===== config.mk =====
export PLATFORM = sky130hd
export DESIGN_NAME = tlqv_cordic_stage
export DESIGN_NICKNAME = d
export VERILOG_FILES = /design/src/sv/tlqv_pkg.sv /design/src/sv/tlqv_cordic_stage.sv
export SDC_FILE = /design/constraint.sdc
export NUM_CORES = 1
export LEC_CHECK = 0
export BUFFER_PORTS_ARGS = -buffer_cell sky130_fd_sc_hd__buf_2
export CAP_MARGIN = 20
export CORE_MARGIN = 3
export CORE_UTILIZATION = 35
export CTS_BUF_LIST = sky130_fd_sc_hd__clkbuf_4 sky130_fd_sc_hd__clkbuf_8
export DETAILED_ROUTE_END_ITERATION = 8
export SLEW_MARGIN = 20
export SYNTH_ARGS = -nofsm -noshare
export SYNTH_HDL_FRONTEND = slang
export SYNTH_SLANG_ARGS = --single-unit
export TNS_END_PERCENT = 20

===== constraint.sdc =====
create_clock -name clk_i -period 15 [get_ports clk_i]
set_clock_uncertainty 0.1 [all_clocks]
set_input_delay 3 -clock clk_i [delete_from_list [all_inputs] [get_ports clk_i]]
set_output_delay 3 -clock clk_i [all_outputs]
set_load 0.005 [all_outputs]

===== src/sv/tlqv_pkg.sv =====
// thick line quad setup: shared widths, payload structs, corner codes and saturation
// used by tlqv_cordic_stage and thick_line_quad_vertices; no dependencies
`timescale 1ns / 1ps

package tlqv_pkg;

  localparam int COORD_W     = 16;
  localparam int DIFF_W      = COORD_W + 1;
  localparam int THICK_W     = 8;
  localparam int CORNER_W    = 3;
  localparam int PRE_SHIFT   = 8;
  // vectoring magnitude stays below 2^26 after gain
  localparam int VEC_W       = 28;
  // rotation magnitude stays below 2^27, headroom for the rounding bias
  localparam int ROT_W       = 29;
  localparam int ROUND_SHIFT = 16;
  localparam int OFF_W       = ROT_W - ROUND_SHIFT;
  localparam int HALF_W      = THICK_W - 1 + 4;
  localparam int KINV_W      = 16;

  localparam logic [KINV_W-1:0]       KINV_Q16   = 16'd39797;
  localparam logic signed [ROT_W-1:0] ROUND_BIAS = 29'sd32768;

  // corner order: src-s, src+s, dst+s, dst-s, dst+s, src-s
  localparam logic [CORNER_W-1:0] C_SRC_MINUS_A = 3'd0;
  localparam logic [CORNER_W-1:0] C_SRC_PLUS    = 3'd1;
  localparam logic [CORNER_W-1:0] C_DST_PLUS_A  = 3'd2;
  localparam logic [CORNER_W-1:0] C_DST_MINUS   = 3'd3;
  localparam logic [CORNER_W-1:0] C_DST_PLUS_B  = 3'd4;
  localparam logic [CORNER_W-1:0] C_SRC_MINUS_B = 3'd5;

  typedef logic signed [COORD_W-1:0] coord_t;

  typedef enum logic [1:0] {
    MODE_ROT,
    MODE_VPOS,
    MODE_VNEG,
    MODE_ZERO
  } off_mode_e;

  typedef struct packed {
    coord_t                     src_x;
    coord_t                     src_y;
    coord_t                     dst_x;
    coord_t                     dst_y;
    logic signed [DIFF_W-1:0]   dx;
    logic signed [DIFF_W-1:0]   dy;
    logic [HALF_W-1:0]          big_h;
    logic [HALF_W+KINV_W-1:0]   c0;
  } front_t;

  typedef struct packed {
    coord_t                     src_x;
    coord_t                     src_y;
    coord_t                     dst_x;
    coord_t                     dst_y;
    off_mode_e                  mode;
    logic [HALF_W-1:0]          big_h;
    logic signed [VEC_W-1:0]    vx;
    logic signed [VEC_W-1:0]    vy;
    logic signed [ROT_W-1:0]    c;
    logic signed [ROT_W-1:0]    s;
  } cordic_t;

  function automatic coord_t sat_coord(input logic signed [DIFF_W-1:0] v);
    coord_t r;
    if (v[DIFF_W-1] != v[DIFF_W-2]) begin
      r = v[DIFF_W-1] ? {1'b1, {(COORD_W-1){1'b0}}} : {1'b0, {(COORD_W-1){1'b1}}};
    end else begin
      r = v[COORD_W-1:0];
    end
    return r;
  endfunction

endpackage


===== src/sv/tlqv_cordic_stage.sv =====
// one registered cordic iteration: vectoring on (vx, vy) steers rotation of (c, s)
// depends on tlqv_pkg
`timescale 1ns / 1ps

module tlqv_cordic_stage #(
  parameter int SHIFT = 0
) (
  input  logic              clk_i,
  input  logic              rst_ni,
  input  logic              in_valid_i,
  output logic              in_ready_o,
  input  tlqv_pkg::cordic_t in_data_i,
  output logic              out_valid_o,
  input  logic              out_ready_i,
  output tlqv_pkg::cordic_t out_data_o
);
  import tlqv_pkg::*;

  cordic_t data_d, data_q;
  logic    valid_q;

  assign in_ready_o = !valid_q || out_ready_i;

  always_comb begin
    data_d = in_data_i;
    if (!in_data_i.vy[VEC_W-1]) begin
      data_d.vx = in_data_i.vx + (in_data_i.vy >>> SHIFT);
      data_d.vy = in_data_i.vy - (in_data_i.vx >>> SHIFT);
      data_d.c  = in_data_i.c - (in_data_i.s >>> SHIFT);
      data_d.s  = in_data_i.s + (in_data_i.c >>> SHIFT);
    end else begin
      data_d.vx = in_data_i.vx - (in_data_i.vy >>> SHIFT);
      data_d.vy = in_data_i.vy + (in_data_i.vx >>> SHIFT);
      data_d.c  = in_data_i.c + (in_data_i.s >>> SHIFT);
      data_d.s  = in_data_i.s - (in_data_i.c >>> SHIFT);
    end
  end

  always_ff @(posedge clk_i or negedge rst_ni) begin
    if (!rst_ni) begin
      valid_q <= 1'b0;
    end else if (in_ready_o) begin
      valid_q <= in_valid_i;
    end
  end

  always_ff @(posedge clk_i) begin
    if (in_ready_o && in_valid_i) begin
      data_q <= data_d;
    end
  end

  assign out_valid_o = valid_q;
  assign out_data_o  = data_q;

endmodule


==> impl_metrics.tcl <==
set metrics [dict create \
    status "complete, no violations" \
    grt_pass1_wl_um 71600 \
    rows 75 \
    initial_utilization_pct 35.6 \
    synth_seq_area_share_pct 37.9 \
    grt_max_degree 78 \
    drt-pass1-iter-count 5 \
    grt_overflow 0 \
    syn_nets 1980 \
    die_w_um 213 \
    synth_top_area_share_pct 37.7 \
    synth_area_um2 15000 \
    layout_commonest_cell "buf_2" \
    yosys-top-cells-area "edfxtp_1 (38%), ha_1 (14%), a21oi_1 (6.0%)" \
    ios 388 \
    worstHoldStart "out_valid_o" \
    root_buffer "clkbuf_8" \
    ys_warn_count 0 \
    fmax_mhz 154 \
    path_max_fanout 3 \
    cp_slowest_stage_delay_ns 0.16 \
    dpl.hpwl_um 38300 \
    drc_errors 0 \
    clk_latency_ns 0.49 \
    worst_slew_pin_slew_ns 0.973 \
    vias_per_cell 5.28 \
    grt_usage_pct 20.1 \
    regToRegEndpoint "out_data_o[53]" \
    synth_edf_count 189 \
    maxCapViolations 0 \
    dpl.cell_count 2463 \
    syn_avg_cell_area_um2 9.38 \
    end_kind "primary output" \
    r2r_slack_ns 11.66 \
    numCtsBuffers 17 \
    cp_slowest_cell "nand2b_1" \
    p_leak_nw 7.89 \
    setup_violations 0 \
    critPathKind "input port to primary output" \
    r2r_start "out_valid_o" \
    synth_cells 1605 \
    dr.first_iter.drc_count 853 \
    final_cell_mix "buf_2 (386), edfxtp_1 (189), a21oi_1 (180), ha_1 (174), inv_1 (159)" \
    start_kind "input port" \
    die_area_um2 45500 \
    period_share_pct 43.2 \
    synth_flop_cell "edfxtp_1" \
    drt-wirelength-per-cell_um 19.1 \
    clock_sinks 190 \
    area_growth_syn_to_layout_pct 18.3 \
    cts-resized-gates 0 \
    gp_congestion 0.915 \
    stdcell_count 2498 \
    wirelength_um 47700 \
    crit_required_ns 11.90 \
    layout.nets 2318 \
    clockBufferDepth 2 \
    die_h_um 213 \
    cp.buffers_inverters 2 \
    antenna_left 0 \
    slew_headroom_pct 34.3 \
    core_um2 42200 \
    drive_gt1_share_pct 23.1 \
    hold_viol 0 \
    postCtsHoldBufs 0 \
    synth_seq_cells 190 \
    antenna_found_initial 6 \
    critical-path-top-delay-family "buffers and inverters" \
    worstPathCellList "buf_2 -> nand2b_1 -> buf_2" \
    fillerInstances 4205 \
    reg2reg_depth 4 \
    setup_tns_ns 0 \
    rsz0062_at_grt "false" \
    synthArstFlopShare_pct 0.526 \
    cts_setup_buffers 0 \
    crit_arrival_ns 3.39 \
    synth.distinct_cells 81 \
    whs_endpoint "out_valid_o" \
    cts_max_level 4 \
    p_per_area_nw_per_um2 85.9 \
    hold-path-cell-count 2 \
    cpMostUsedCell "buf_2" \
    ir_worst_vdd_mv 0.0454 \
    cts_tree "done" \
    hold_class "register to register" \
    place.port_buffers 387 \
    clk_pin_slew_ns 0.10 \
    report.final.slew_viol_count 0 \
    grt_pass1_vias 13000 \
    vias 13200 \
    synth_top_area_cell "edfxtp_1" \
    period_minus_slack_ns 6.49 \
]
[synthesized netlist by cell type, types with 14 or more instances]
cell type / n
mux2i_1: 24
a21o_1: 28
nor2b_1: 18
nand3_1: 22
o21bai_1: 32
xnor2_1: 94
o21ai_1: 32
ha_1: 174
a211oi_1: 14
inv_1: 160
o21ai_0: 77
nor3_1: 37
nand2b_1: 31
edfxtp_1: 189
nand2_1: 49
clkbuf_1: 43
nor2_1: 143
a21oi_1: 180
[power by group]
group | total, mW | switching (mW) | internal [mW]
sequential | 0.670 | 0.0146 | 0.656
clock | 0.351 | 0.211 | 0.140
combinational | 0.509 | 0.308 | 0.201
[state kept, by name, indices dropped and copies added, names as in the netlist]
signal and count:
out_data_o 189, out_valid_o 1
[kinds of logic (layout without fill, tap and decap cells)]
logic type | after synthesis | in the layout | synth area share [%]
and+or+nand+nor | 365 | 365 | 11.8
muxes | 25 | 25 | 1.67
AOI/OAI and AO/OA | 493 | 493 | 20.8
other | 0 | 3 | 0
adders and majority gates | 180 | 180 | 15.3
xor gates and xnor gates | 107 | 107 | 6.23
DFF | 190 | 190 | 37.9
buffers and inverters | 245 | 596 | 6.32
[metal layers]
layer | global-route usage (%) | vias up | share of wire [%]
met5 | 0 | - | 0.067
met1 | 23.9 | 6220 | 41
met3 | 3.35 | 92 | 5.9
li1 | - | 6392 | -
met4 | 7.86 | 4 | 3.1
met2 | 36.3 | 481 | 50
[how the worst max path moves through the flow]
| stage | from | endpoint | slack [ns] | cells past startpoint |
|---|---|---|---|---|
| after floorplan | out_ready_i | out_data_o[0] | 6.85 | 2 |
| after global placement | out_ready_i | in_ready_o | 8.51 | 3 |
| after detailed placement | out_ready_i | in_ready_o | 8.51 | 3 |
| after CTS | out_ready_i | in_ready_o | 8.51 | 3 |
| after global routing | out_ready_i | in_ready_o | 8.49 | 3 |
| final | out_ready_i | in_ready_o | 8.51 | 3 |
[layout make-up]
cell class              count  area (um^2)  area share [%]
multi-input cells        1170         8400            47.2
flip-flops and latches    190         5700            32.0
repair buffers            391         1970            11.1
well taps                 539          674            3.79
inverters                 173          649            3.65
clock buffers              17          234            1.31
clock inverters            15          175           0.983
diodes                      3         7.51          0.0421
[per-stage QoR]
stage	worst slack, ns	hold WS, ns	area [um^2]	utilization [%]	power, mW
2_1_floorplan	6.85	0.437	15000	-	1.00
3_3_place_gp	8.51	0.426	17400	41.2	1.19
3_5_place_dp	8.51	0.479	17400	41.2	1.19
4_1_cts	8.51	0.505	17800	42.2	1.55
5_1_grt	8.49	0.539	17800	42.2	1.62
6_report	8.51	0.485	17800	42.2	1.53
[worst register-to-register path, stage by stage, from the launching register on]
cell and delay (ns):
dfrtp_1 0.40, nand2b_1 0.11, and2_4 0.68, buf_4 0.78
buf_4 0.81
Note: power is estimated with default switching activity, not from simulation.
